[src/rtl/dst_pkg.sv]
package dst_pkg;

  // Field widths
  localparam int DAY_W   = 5;
  localparam int MONTH_W = 4;
  localparam int YEAR_W  = 14;
  localparam int DN_W    = 23;
  localparam int SPAN_W  = 22;

  // Year arithmetic runs on year + 399, which fits in 15 bits for any 14-bit year
  localparam int YEXT_W = 15;
  localparam int Q_W    = 8;
  localparam int SUM_W  = 25;

  // Year offset that keeps the leap-day counts non-negative
  localparam logic [YEXT_W-1:0] YEAR_BIAS = YEXT_W'(399);

  // Days in one 400-year cycle plus the days in the years 1..1969
  localparam logic [SUM_W-1:0] EPOCH_OFFSET = SUM_W'(146097 + 719162);

  localparam logic [SUM_W-1:0] DAYS_PER_YEAR = SUM_W'(365);

  // Largest day number a 23-bit signed result can hold
  localparam logic signed [SUM_W-1:0] DN_SAT = SUM_W'(4194303);
  localparam logic signed [DN_W:0]    SPAN_SAT = (DN_W + 1)'(4194303);

  // Reciprocal for division by 100, exact for operands below 2**15
  localparam int DIV100_MUL   = 5243;
  localparam int DIV100_SHIFT = 19;
  localparam int PROD_W       = 28;

  localparam logic [YEXT_W-1:0] CENTURY = YEXT_W'(100);

  // Month index limits after clamping to 1..12
  localparam logic [MONTH_W-1:0] MONTH_JAN = MONTH_W'(1);
  localparam logic [MONTH_W-1:0] MONTH_FEB = MONTH_W'(2);
  localparam logic [MONTH_W-1:0] MONTH_DEC = MONTH_W'(12);

  typedef struct packed {
    logic [DAY_W-1:0]   day_of_month;
    logic [MONTH_W-1:0] month_of_year;
    logic [YEAR_W-1:0]  calendar_year;
    logic               last_of_set;
  } in_item_t;

  typedef struct packed {
    logic signed [DN_W-1:0] day_number;
    logic [SPAN_W-1:0]      span_days;
    logic                   set_done;
  } out_item_t;

  // Floor of v / 100 by reciprocal multiplication
  function automatic logic [Q_W-1:0] div100(input logic [YEXT_W-1:0] v);
    logic [PROD_W-1:0] p;
    p = PROD_W'(v) * PROD_W'(DIV100_MUL);
    return Q_W'(p >> DIV100_SHIFT);
  endfunction

  // Days before the first of a month, month given as 1..12
  function automatic logic [8:0] days_before_month(input logic [MONTH_W-1:0] m);
    logic [8:0] d;
    unique case (m)
      MONTH_W'(1):  d = 9'd0;
      MONTH_W'(2):  d = 9'd31;
      MONTH_W'(3):  d = 9'd59;
      MONTH_W'(4):  d = 9'd90;
      MONTH_W'(5):  d = 9'd120;
      MONTH_W'(6):  d = 9'd151;
      MONTH_W'(7):  d = 9'd181;
      MONTH_W'(8):  d = 9'd212;
      MONTH_W'(9):  d = 9'd243;
      MONTH_W'(10): d = 9'd273;
      MONTH_W'(11): d = 9'd304;
      MONTH_W'(12): d = 9'd334;
      default:      d = 9'd0;
    endcase
    return d;
  endfunction

endpackage

[src/rtl/date_span_tracker_top.sv]
// Converts one Gregorian date per item into a day number (1970-01-01 is day 1,
// earlier dates go negative, values above 4194303 saturate) and reports the
// span between the earliest and latest day number of the current set; an item
// with last_of_set closes the set and clears the trackers. Day and month are
// not checked: month 0 counts as January, months above 12 as December, and
// out-of-range days spill into the neighboring month. One item is taken every
// clock cycle while no result waits on out_ready; a result passes through the
// input register, quotient stage, day-number stage and result register, and
// the whole pipeline holds while a result waits on out_ready.
module date_span_tracker_top (
  input  logic                 clk,
  input  logic                 rst_n,
  input  logic                 in_valid,
  output logic                 in_ready,
  input  dst_pkg::in_item_t    in_item,
  output logic                 out_valid,
  input  logic                 out_ready,
  output dst_pkg::out_item_t   out_item
);

  // Stage 0: input register
  logic              v0_r;
  dst_pkg::in_item_t in0_r;

  // Stage 1: quotients of year by 100
  logic                         v1_r;
  dst_pkg::in_item_t            in1_r;
  logic [dst_pkg::YEXT_W-1:0]   n1_r;
  logic [dst_pkg::Q_W-1:0]      qn1_r;
  logic [dst_pkg::Q_W-1:0]      qy1_r;

  logic [dst_pkg::YEXT_W-1:0]   n_nxt;
  logic [dst_pkg::Q_W-1:0]      qn_nxt;
  logic [dst_pkg::Q_W-1:0]      qy_nxt;

  // Stage 2: day number
  logic                         v2_r;
  logic                         last2_r;
  logic signed [dst_pkg::DN_W-1:0] dn2_r;

  logic                         leap;
  logic [dst_pkg::MONTH_W-1:0]  mi;
  logic [dst_pkg::SUM_W-1:0]    sum_u;
  logic signed [dst_pkg::SUM_W-1:0] sum_s;
  logic signed [dst_pkg::DN_W-1:0]  dn_nxt;

  // Stage 3: trackers and result register
  logic                             out_valid_r;
  dst_pkg::out_item_t               out_item_r;
  logic signed [dst_pkg::DN_W-1:0]  earliest_r;
  logic signed [dst_pkg::DN_W-1:0]  latest_r;
  logic                             started_r;

  logic signed [dst_pkg::DN_W-1:0]  earliest_nxt;
  logic signed [dst_pkg::DN_W-1:0]  latest_nxt;
  logic signed [dst_pkg::DN_W:0]    span_full;
  logic [dst_pkg::SPAN_W-1:0]       span_nxt;

  // Pipeline enable: everything moves unless a result is stuck at the output
  logic en;
  assign en = !out_valid_r || out_ready;
  assign in_ready = en;

  // Biased year and its quotients by 100
  always_comb begin
    n_nxt  = dst_pkg::YEXT_W'(in0_r.calendar_year) + dst_pkg::YEAR_BIAS;
    qn_nxt = dst_pkg::div100(n_nxt);
    qy_nxt = dst_pkg::div100(dst_pkg::YEXT_W'(in0_r.calendar_year));
  end

  // Leap rule, month clamp and closed-form day count
  always_comb begin
    leap = (in1_r.calendar_year[1:0] == 2'b00) &&
           ((dst_pkg::YEXT_W'(in1_r.calendar_year) !=
             dst_pkg::YEXT_W'(qy1_r) * dst_pkg::CENTURY) ||
            (qy1_r[1:0] == 2'b00));

    if (in1_r.month_of_year < dst_pkg::MONTH_JAN) begin
      mi = dst_pkg::MONTH_JAN;
    end else if (in1_r.month_of_year > dst_pkg::MONTH_DEC) begin
      mi = dst_pkg::MONTH_DEC;
    end else begin
      mi = in1_r.month_of_year;
    end

    sum_u = dst_pkg::SUM_W'(n1_r) * dst_pkg::DAYS_PER_YEAR
          + dst_pkg::SUM_W'(n1_r >> 2)
          - dst_pkg::SUM_W'(qn1_r)
          + dst_pkg::SUM_W'(qn1_r >> 2)
          - dst_pkg::EPOCH_OFFSET
          + dst_pkg::SUM_W'(dst_pkg::days_before_month(mi))
          + dst_pkg::SUM_W'((mi > dst_pkg::MONTH_FEB) && leap)
          + dst_pkg::SUM_W'(in1_r.day_of_month);
    sum_s = $signed(sum_u);

    // Saturate at the top of the signed range
    if (sum_s > dst_pkg::DN_SAT) begin
      dn_nxt = dst_pkg::DN_W'(dst_pkg::DN_SAT);
    end else begin
      dn_nxt = dst_pkg::DN_W'(sum_s);
    end
  end

  // Update earliest and latest, then form the clamped span
  always_comb begin
    if (!started_r) begin
      earliest_nxt = dn2_r;
      latest_nxt   = dn2_r;
    end else begin
      earliest_nxt = (dn2_r < earliest_r) ? dn2_r : earliest_r;
      latest_nxt   = (dn2_r > latest_r) ? dn2_r : latest_r;
    end
    span_full = {latest_nxt[dst_pkg::DN_W-1], latest_nxt}
              - {earliest_nxt[dst_pkg::DN_W-1], earliest_nxt};
    if (span_full > dst_pkg::SPAN_SAT) begin
      span_nxt = dst_pkg::SPAN_W'(dst_pkg::SPAN_SAT);
    end else begin
      span_nxt = dst_pkg::SPAN_W'(span_full);
    end
  end

  // Advance valid bits and trackers
  always_ff @(posedge clk) begin
    if (!rst_n) begin
      v0_r        <= 1'b0;
      v1_r        <= 1'b0;
      v2_r        <= 1'b0;
      out_valid_r <= 1'b0;
      earliest_r  <= '0;
      latest_r    <= '0;
      started_r   <= 1'b0;
    end else if (en) begin
      v0_r        <= in_valid;
      v1_r        <= v0_r;
      v2_r        <= v1_r;
      out_valid_r <= v2_r;
      if (v2_r) begin
        // Closing item clears the trackers for the next set
        if (last2_r) begin
          earliest_r <= '0;
          latest_r   <= '0;
          started_r  <= 1'b0;
        end else begin
          earliest_r <= earliest_nxt;
          latest_r   <= latest_nxt;
          started_r  <= 1'b1;
        end
      end
    end
  end

  // Advance payload
  always_ff @(posedge clk) begin
    if (en) begin
      in0_r   <= in_item;
      in1_r   <= in0_r;
      n1_r    <= n_nxt;
      qn1_r   <= qn_nxt;
      qy1_r   <= qy_nxt;
      dn2_r   <= dn_nxt;
      last2_r <= in1_r.last_of_set;
      if (v2_r) begin
        out_item_r.day_number <= dn2_r;
        out_item_r.span_days  <= span_nxt;
        out_item_r.set_done   <= last2_r;
      end
    end
  end

  assign out_valid = out_valid_r;
  assign out_item  = out_item_r;

endmodule

[config.mk]
export PLATFORM = sky130hd
export DESIGN_NAME = date_span_tracker_top
export DESIGN_NICKNAME = d
export VERILOG_FILES = /design/src/rtl/dst_pkg.sv /design/src/rtl/date_span_tracker_top.sv
export SDC_FILE = /design/constraint.sdc
export NUM_CORES = 1
export LEC_CHECK = 0
export BUFFER_PORTS_ARGS = -buffer_cell sky130_fd_sc_hd__buf_4
export CORE_MARGIN = 3
export CORE_UTILIZATION = 41
export CTS_BUF_LIST = sky130_fd_sc_hd__clkbuf_2
export CTS_CLUSTER_DIAMETER = 200
export DETAILED_ROUTE_END_ITERATION = 7
export PLACE_DENSITY = 0.56
export SYNTH_ARGS = -nofsm -noshare
export SYNTH_HDL_FRONTEND = slang
export SYNTH_SLANG_ARGS = --single-unit
export TNS_END_PERCENT = 20
[constraint.sdc]
create_clock -name clk -period 10.63 [get_ports clk]
set_clock_uncertainty 0.2 [all_clocks]
set_input_delay 2.126 -clock clk [delete_from_list [all_inputs] [get_ports clk]]
set_output_delay 2.126 -clock clk [all_outputs]
set_load 0.05 [all_outputs]
# Yosys cells after proc, flatten, opt, wreduce, memory -nomap -nowiden
# Memory sizes are Yosys's and may differ from the RTL's.
# Index checks and enable logic that the tools add are counted.
# Widths: inputs -> output; s select.
# totals
reg_bits	200
romBits	144
inputBits	28
output_inout_bits	48
n_memories	1
# mem_list
memory	words	width	read_ports	rd_ports_with_merged_regs	wr	line	text
(no name shown)	16	9	1	0	0	dst_pkg.sv:62	unique case (m)
# op_classes
addsub	9
mul	4
n_lt_le_gt_ge	7
n_eq_ne	1
mux	9
reduce_logical	8
# op_table
op	count
$mux 23	6
$mul 14x13->27 const B	1
$mul 15x13->27 const B	1
$add 24x13->25	1
$add 25x1->25	1
$add 25x5->25	1
$add 25x6->25	1
$add 25x9->25	1
$gt 25x23->1 const B	1
$sub 25x20->25 const B	1
$sub 25x8->25	1
$gt 24x23->1 const B	1
$mul 15x9->24 const B	1
$sub 23x23->24	1
$gt 23x23->1	1
$lt 23x23->1	1
$add 14x9->15 const B	1
$ne 14x15->1	1
$mul 8x5->13 const B	1
$mux 4	2
$gt 4x2->1 const B	1
$gt 4x4->1 const B	1
$logic_not 2->1	2
$lt 4x1->1 const B	1
other kinds (5)	7

# Depth between registers and ports, before layout
# Gate-level depths: netlist (run 1).
# depth
word_depth	9
depth_mapped	36
mapped_depth_nobuf	34

# Worst setup path after synthesis (run 1)
# Ideal clock, no wire load.
# synth_timing
kind	input-to-output
start	input port out_ready
end	output port in_ready
arrival_time_ns	5.591
path_slack_ns	2.713
cell_stages	2
path_cell_list	nand2b_1 clkbuf_1
# synth_via
elab_chain_len	1
# synth_lines
item	line	text
start: declaration	date_span_tracker_top.sv:17	input logic out_ready,
$logic_or 1x1->1	date_span_tracker_top.sv:61	assign en = !out_valid_r || out_ready;
end: declaration	date_span_tracker_top.sv:14	output logic in_ready,
# Every way passes these cells.

# Worst setup path after layout (run 1)
# layout_timing
start	register qy1_r[2] (netlist name)
end	register dn2_r[6] (netlist name) (data pin)
# layout_via
elab_chain_len	8
# layout_lines
item	line	text
start: declaration	date_span_tracker_top.sv:30	logic [dst_pkg::Q_W-1:0] qy1_r;
start signal: assignment	date_span_tracker_top.sv:159	qy1_r <= qy_nxt;
$mul 8x5->13 *	date_span_tracker_top.sv:75	dst_pkg::YEXT_W'(qy1_r) * dst_pkg::CENTURY) ||
$ne 14x15->1 *	date_span_tracker_top.sv:74	((dst_pkg::YEXT_W'(in1_r.calendar_year) !=
$logic_or 1x1->1 *	date_span_tracker_top.sv:75	
$logic_and 1x1->1 *	date_span_tracker_top.sv:73	leap = (in1_r.calendar_year[1:0] == 2'b00) &&
$logic_and 1x1->1 *	date_span_tracker_top.sv:92	+ dst_pkg::SUM_W'((mi > dst_pkg::MONTH_FEB) && leap)
$add 25x1->25 *	date_span_tracker_top.sv:92	
$add 25x5->25 *	date_span_tracker_top.sv:93	+ dst_pkg::SUM_W'(in1_r.day_of_month);
$gt 25x23->1	date_span_tracker_top.sv:97	if (sum_s > dst_pkg::DN_SAT) begin
end signal: assignment	date_span_tracker_top.sv:160	dn2_r <= dn_nxt;
end: declaration	date_span_tracker_top.sv:39	logic signed [dst_pkg::DN_W-1:0] dn2_r;
# Mark *: on every way between the ends. The rest lies on a longest branch, timed or not.
# A chain may end at the register's enable or synchronous reset.

==> run_results.csv, run 1 <==
group,metric,value,unit
cells_and_area,layout_commonest_cell,"inv_1",
cts,cts_buffer_depth,2,
logic_synthesis,synth_edf_count,149,
place,port_buffers,75,
logic_synthesis,synthArstFlopShare,0,%
logic_synthesis,syn_area,21800,um2
cts,ctsResizeCount,0,
cts,cts_setup_buffers,0,
setup_path,slowest_delay,0.51,ns
global_route,antenna_found_initial,2,
logic_synthesis,ys_ff_latch,200,
cts,worstSkewPairLatency,0.96,ns
drt,num_vias,13879,
global_route,grt_pass1_wl,76.5,mm
drt,drt_first_pass_iters,5,
place,place_hpwl,37.7,mm
cts,hold_buffers,0,
cts,tritoncts,"done",
timing,drv_slew,0,
drt,drt-initial-drc-count,548,
worst_hold_path,worstHoldPathCells,0,
setup_path,worstSetupPathType,"flip-flop to flip-flop",
logic_synthesis,mappedNetlistNets,2701,
logic_synthesis,synth-main-ff-cell,"edfxtp_1",
cts,cts_buffers,17,
setup_path,r2r-start,"qy1_r[2]$_DFFE_PN_",
place,place_inst,2751,
setup_path,cp.arrival,8.97,ns
cells_and_area,layout_common_cells,"inv_1, ha_1, fa_1, edfxtp_1, a21oi_1",
setup_path,critPathSlowestCell,"edfxtp_1",
cells_and_area,drive_gt1_share,7.94,%
setup_path,startpoint_type,"flip-flop",
cells_and_area,final_area,23400,um2
global_route,grt_max_degree,75,
logic_synthesis,yosysUniqueCellTypes,69,
floorplanning,die_w,237,um
timing,setup-tns-final,0,ns
setup_path,reg2reg_slack,2.22,ns
timing,period_minus_slack,8.41,ns
global_route,grt_overflow,0,
setup_path,crit_path_end_kind,"flip-flop",
timing,hold_viol,0,
timing,max_freq,119,MHz
timing,slew-limit-headroom,25.1,%
timing,fin_crit_sh,79.1,%
floorplanning,die_h,237,um
setup_path,critical_path_required,11.19,ns
global_route,grt_use_total,16.9,%
run,max_cap_viol_count,0,
timing,rsz0062_at_grt,"false",
drt,viasPerCell,4.98,
drt,avgRoutedWirePerCell,16.3,um
drt,ant_nets,0,
cells_and_area,fin_cells,2786,
logic_synthesis,syn_inst,2018,
logic_synthesis,avgSynthCellArea,10.8,um2
drt,routed_wl,45.3,mm
place,postPlaceCellArea,23100,um2
logic_synthesis,yosysSeqAreaShare,25.2,%
floorplanning,coreArea,51900,um2
cells_and_area,area_growth,7.27,%
setup_path,crit_path_max_fanout,22,
cells_and_area,fin_nets,2773,
run_status,status,"finished clean",
global_route,grt_pass1_vias,14756,
cts,cts_root_buf,"clkbuf_2",
timing,setup_violations,0,
cts,htreeDepth,4,
place,gp_congestion,0.845,
timing,tightest_slew,1.12,ns
floorplanning,ios,76,
floorplanning,core.rowCount,83,
worst_hold_path,hp-class,"flip-flop to flip-flop",
setup_path,reg2regPathDepth,32,
setup_path,critical_path.most_common_cell,"ha_1",
drt,drc,0,
logic_synthesis,yosysWarnings,0,
floorplanning,start_util,42.0,%
worst_hold_path,hold_end,"in1_r[23]$_DFFE_PN_",
cts,clock-sinks,200,
cts,path_clk_slew,0.34,ns
floorplanning,die_area,56000,um2
cells_and_area,fillers,4982,
setup_path,rr_endpoint,"dn2_r[6]$_SDFFCE_PN1N_",
worst_hold_path,hold_start,"in0_r[23]$_DFFE_PN_",
[routing by layer]
metal | vias up | GRT usage (%) | share of wire [%]
met2 | 142 | 30.3 | 51
met4 | 0 | 2.91 | 0.95
li1 | 6888 | - | -
met5 | - | 0 | 0
met1 | 6818 | 21.9 | 46
met3 | 31 | 2.45 | 2.3
[synth_stat cells (15+ instances only)]
| cell type | instances | area share (%) |
|---|---|---|
| clkbuf_1 | 15 | 0.26 |
| inv_1 | 462 | 8.0 |
| edfxtp_1 | 149 | 21 |
| nand3_1 | 16 | 0.37 |
| nand2_1 | 73 | 1.3 |
| mux2_2 | 26 | 1.3 |
| fa_1 | 230 | 21 |
| nand2b_1 | 18 | 0.52 |
| xor2_1 | 37 | 1.5 |
| xnor2_1 | 56 | 2.2 |
| a21o_1 | 56 | 1.9 |
| dfxtp_1 | 51 | 4.7 |
| nor2b_1 | 15 | 0.43 |
| o21ai_0 | 37 | 0.85 |
| ha_1 | 425 | 24 |
| a22o_1 | 25 | 1.0 |
| a32o_1 | 25 | 1.1 |
| nor2_1 | 49 | 0.84 |
| a21oi_1 | 90 | 2.1 |
[area by class of cell]
class / count / area, um2 / area share, %
diodes: 3 / 7.51 / 0.0321
clock buffers: 18 / 90.1 / 0.385
clock inverters: 14 / 155 / 0.663
inverters: 462 / 1730 / 7.41
multi-input cells: 1326 / 14400 / 61.7
flip-flops and latches: 200 / 5500 / 23.5
well taps: 680 / 851 / 3.64
repair buffers: 83 / 623 / 2.66
[per-stage QoR]
stage                     hold WS (ns)  utilization [%]  worst slack [ns]
after floorplan                  0.200                -              2.71
after global placement           0.202             44.6              2.29
after detailed placement         0.205             44.6              2.16
after CTS                        0.266             45.0              2.16
after global routing             0.277             45.1              1.62
final                            0.266             45.1              2.22
[critical path: cells and delay by family, from the launching register on]
kind | cells | cell delay (ns)
fa+ha+maj | 12 | 3.96
compound gates | 13 | 2.81
flops | 1 | 0.51
xor+xnor | 2 | 0.33
buf+inv | 4 | 0.27
simple gates | 1 | 0.18
[how the worst max path moves through the flow]
stage                  startpoint                endpoint  slack [ns]  depth (start not counted)
3_5_place_dp   qy1_r[2]$_DFFE_PN_  dn2_r[6]$_SDFFCE_PN1N_        2.16                         32
2_1_floorplan           out_ready                in_ready        2.71                          2
3_3_place_gp   qy1_r[2]$_DFFE_PN_  dn2_r[6]$_SDFFCE_PN1N_        2.29                         32
6_report       qy1_r[2]$_DFFE_PN_  dn2_r[6]$_SDFFCE_PN1N_        2.22                         32
4_1_cts        qy1_r[2]$_DFFE_PN_  dn2_r[6]$_SDFFCE_PN1N_        2.16                         32
5_1_grt        qy1_r[1]$_DFFE_PN_  dn2_r[0]$_SDFFCE_PN1N_        1.62                         34
[sequential cells by signal, summed over array words and instances, names as in the netlist, 8 cells and up]
name	cells
qn1_r	8
in0_r	24
out_item	46
n1_r	15
latest_r	23
dn2_r	23
qy1_r	8
in1_r	24
earliest_r	23
[logic make-up (layout without fill, tap and decap cells)]
family          Yosys count  after routing  synth area share (%)
compound gates          324            324                  10.4
xor+xnor                 93             93                  3.73
fa+ha+maj               655            655                  45.5
buf+inv                 492            577                  8.63
flops                   200            200                  25.2
mux                      31             31                  1.57
other cells               0              3                     0
simple gates            223            223                  4.94
Power of run 1 is not shown: default switching activity piles up to over one toggle a cycle in this logic, so the estimate is an artifact.
==> inputs of run 2 (changes only) <==
--- a/config.mk
+++ b/config.mk
@@ -5,13 +5,14 @@
 export SDC_FILE = /design/constraint.sdc
 export NUM_CORES = 1
 export LEC_CHECK = 0
+export ABC_AREA = 1
 export BUFFER_PORTS_ARGS = -buffer_cell sky130_fd_sc_hd__buf_4
 export CORE_MARGIN = 3
 export CORE_UTILIZATION = 41
 export CTS_BUF_LIST = sky130_fd_sc_hd__clkbuf_2
 export CTS_CLUSTER_DIAMETER = 200
 export DETAILED_ROUTE_END_ITERATION = 7
-export PLACE_DENSITY = 0.56
+export PLACE_DENSITY = 0.58
 export SYNTH_ARGS = -nofsm -noshare
 export SYNTH_HDL_FRONTEND = slang
 export SYNTH_SLANG_ARGS = --single-unit
==> constraint.sdc (replaced) <==
create_clock -name clk -period 7.7 [get_ports clk]
set_clock_uncertainty 0.2 [all_clocks]
set_input_delay 1.54 -clock clk [delete_from_list [all_inputs] [get_ports clk]]
set_output_delay 1.54 -clock clk [all_outputs]
set_load 0.05 [all_outputs]
==> run_results.csv, run 2 <==
group,metric,value,unit
run_status,status,"finished clean",
global_route,grt_max_degree,60,
worst_hold_path,hp-class,"flip-flop to flip-flop",
timing,fin_crit_sh,94.2,%
logic_synthesis,yosysSeqAreaShare,23.4,%
timing,period_minus_slack,7.26,ns
setup_path,crit_path_end_kind,"flip-flop",
cells_and_area,multiInputGateArea,15500,um2
drt,avgRoutedWirePerCell,15.6,um
global_route,grt_pass1_wl,90.8,mm
timing,max_freq,138,MHz
drt,viasPerCell,4.87,
cts,clock-sinks,200,
place,place_hpwl,45.5,mm
logic_synthesis,syn_inst,2617,
logic_synthesis,synth_top_area_cell,"ha_1",
timing,setup-tns-final,0,ns
logic_synthesis,yosys-top-cells-count,"inv_1, ha_1, nand2_1, fa_1, edfxtp_1",
cts,path_clk_slew,0.29,ns
floorplanning,coreArea,56500,um2
setup_path,critical_path.most_common_cell,"nand2_2",
setup_path,worstSetupPathType,"flip-flop to flip-flop",
global_route,grt_use_total,19.0,%
cts,tritoncts,"done",
drt,drt_first_pass_iters,5,
cts,cts_buffer_depth,2,
setup_path,startpoint_type,"flip-flop",
setup_path,crit_path_max_fanout,16,
logic_synthesis,synthArstFlopShare,0,%
logic_synthesis,avgSynthCellArea,8.95,um2
global_route,grt_overflow,0,
floorplanning,die_area,60100,um2
cells_and_area,regArea,5500,um2
logic_synthesis,synth-main-ff-cell,"edfxtp_1",
floorplanning,start_util,41.5,%
cells_and_area,fin_nets,3385,
drt,drt-initial-drc-count,819,
logic_synthesis,syn_area,23400,um2
logic_synthesis,yosys-top-cells-area,"ha_1, fa_1, edfxtp_1",
timing,drv_slew,0,
timing,setup_violations,0,
cells_and_area,area_growth,7.92,%
floorplanning,ios,76,
cells_and_area,layout_common_cells,"inv_1, ha_1, nand2_1, fa_1, edfxtp_1",
logic_synthesis,yosysUniqueCellTypes,42,
cells_and_area,drive_gt1_share,6.41,%
run,max_cap_viol_count,0,
drt,routed_wl,54.3,mm
setup_path,critical_path_required,8.38,ns
cells_and_area,layout_commonest_cell,"inv_1",
cts,cts_buffers,17,
timing,slew-limit-headroom,28.9,%
place,gp_congestion,0.892,
cells_and_area,fillers,5565,
drt,num_vias,16933,
floorplanning,die_w,245,um
drt,drc,0,
setup_path,critPathSlowestCell,"fa_1",
cells_and_area,largest_reg_flops,46,
cts,htreeDepth,4,
cts,worstSkewPairLatency,1.05,ns
logic_synthesis,ys_ff_latch,200,
timing,tightest_slew,1.06,ns
logic_synthesis,mappedNetlistNets,3300,
global_route,grt_pass1_vias,17790,
global_route,antenna_found_initial,2,
logic_synthesis,synth.most_common_cell,"inv_1",
setup_path,cp.arrival,7.94,ns
logic_synthesis,yosysWarnings,0,
place,port_buffers,75,
timing,rsz0062_at_grt,"false",
cts,cts_root_buf,"clkbuf_2",
logic_synthesis,synth_edf_count,149,
floorplanning,core.rowCount,87,
logic_synthesis,synth_top_area_share,22.7,%
setup_path,slowest_delay,0.52,ns
drt,ant_nets,0,
floorplanning,die_h,245,um
timing,hold_viol,0,
run 2: cell count changes after synthesis, sizes merged, moves of 26 or more:
cell | before | now
nand2 | 74 | 444
nor2 | 49 | 100
a21oi | 93 | 144
mux2 | 26 | 0
inv | 462 | 613
nand3 | 16 | 123
nand4 | 11 | 39
a21o | 61 | 13
run 2: what timing repair did:
action | 4_1_cts | 5_1_grt
hold buffers | 0 | 0
buffers inserted | 0 | 8
setup endpoints to repair | 0 | 22
resized for setup | 0 | 6
run 2: stage by stage:
step,area (um2),hold WS (ns),std cells,worst slack [ns],util [%]
global route,25300,0.277,3475,0.00250,44.8
floorplan,23400,0.200,2617,0.703,-
detailed placement,24900,0.210,3431,0.0844,44.1
global placement,24900,0.208,3431,0.271,44.1
finish,25300,0.265,3475,0.444,44.8
CTS,25200,0.272,3463,0.0682,44.6
run 2: final cells by class:
class	count	share of cell area, %
antenna	4	0.0396
clock buffer	17	0.336
clock inverter	15	0.628
inverter	613	9.11
multi-input combinational	1767	61.3
sequential	200	21.7
tap	756	3.74
timing repair buffer	103	3.11
run 2: layer usage:
layer,global-route usage [%],routed length [um],vias to the layer above
met5,0,0,-
met4,4.88,826,0
met3,2.59,1630,43
met2,32.8,26700,242
met1,25.2,25200,8136
li1,-,-,8512
run 2: cells by family (layout without fill, tap and decap cells):
kind of cell             Yosys count  in the layout  synth area share (%)
adder cells (fa/ha/maj)          655            655                  42.3
XOR/XNOR                          88             88                  3.32
other                              0              4                     0
AND/OR/NAND/NOR                  767            767                  14.2
buffers and inverters            650            748                  10.6
AO/OA/AOI/OAI                    257            257                  6.09
flip-flops                       200            200                  23.4
run 2: worst max-delay path: cells and delay by family (launching register included):
kind,cells,cell delay [ns]
AOI/OAI and AO/OA,2,0.32
xor gates and xnor gates,2,0.35
adders and majority gates,12,4.04
and+or+nand+nor,16,1.33
buffers and inverters,5,0.40
DFF,1,0.50
run 2: path summary, 6_finish.rpt:
check                            from  slack (ns)  depth (start not counted)                endpoint
setup reg to reg   qy1_r[3]$_DFFE_PN_        0.44                         37  dn2_r[7]$_SDFFCE_PN1N_
hold / removal    in0_r[23]$_DFFE_PN_        0.27                          0     in1_r[23]$_DFFE_PN_
setup / recovery   qy1_r[3]$_DFFE_PN_        0.44                         37  dn2_r[7]$_SDFFCE_PN1N_
hold reg to reg   in0_r[23]$_DFFE_PN_        0.27                          0     in1_r[23]$_DFFE_PN_
Power of run 2 is left out for the same reason.
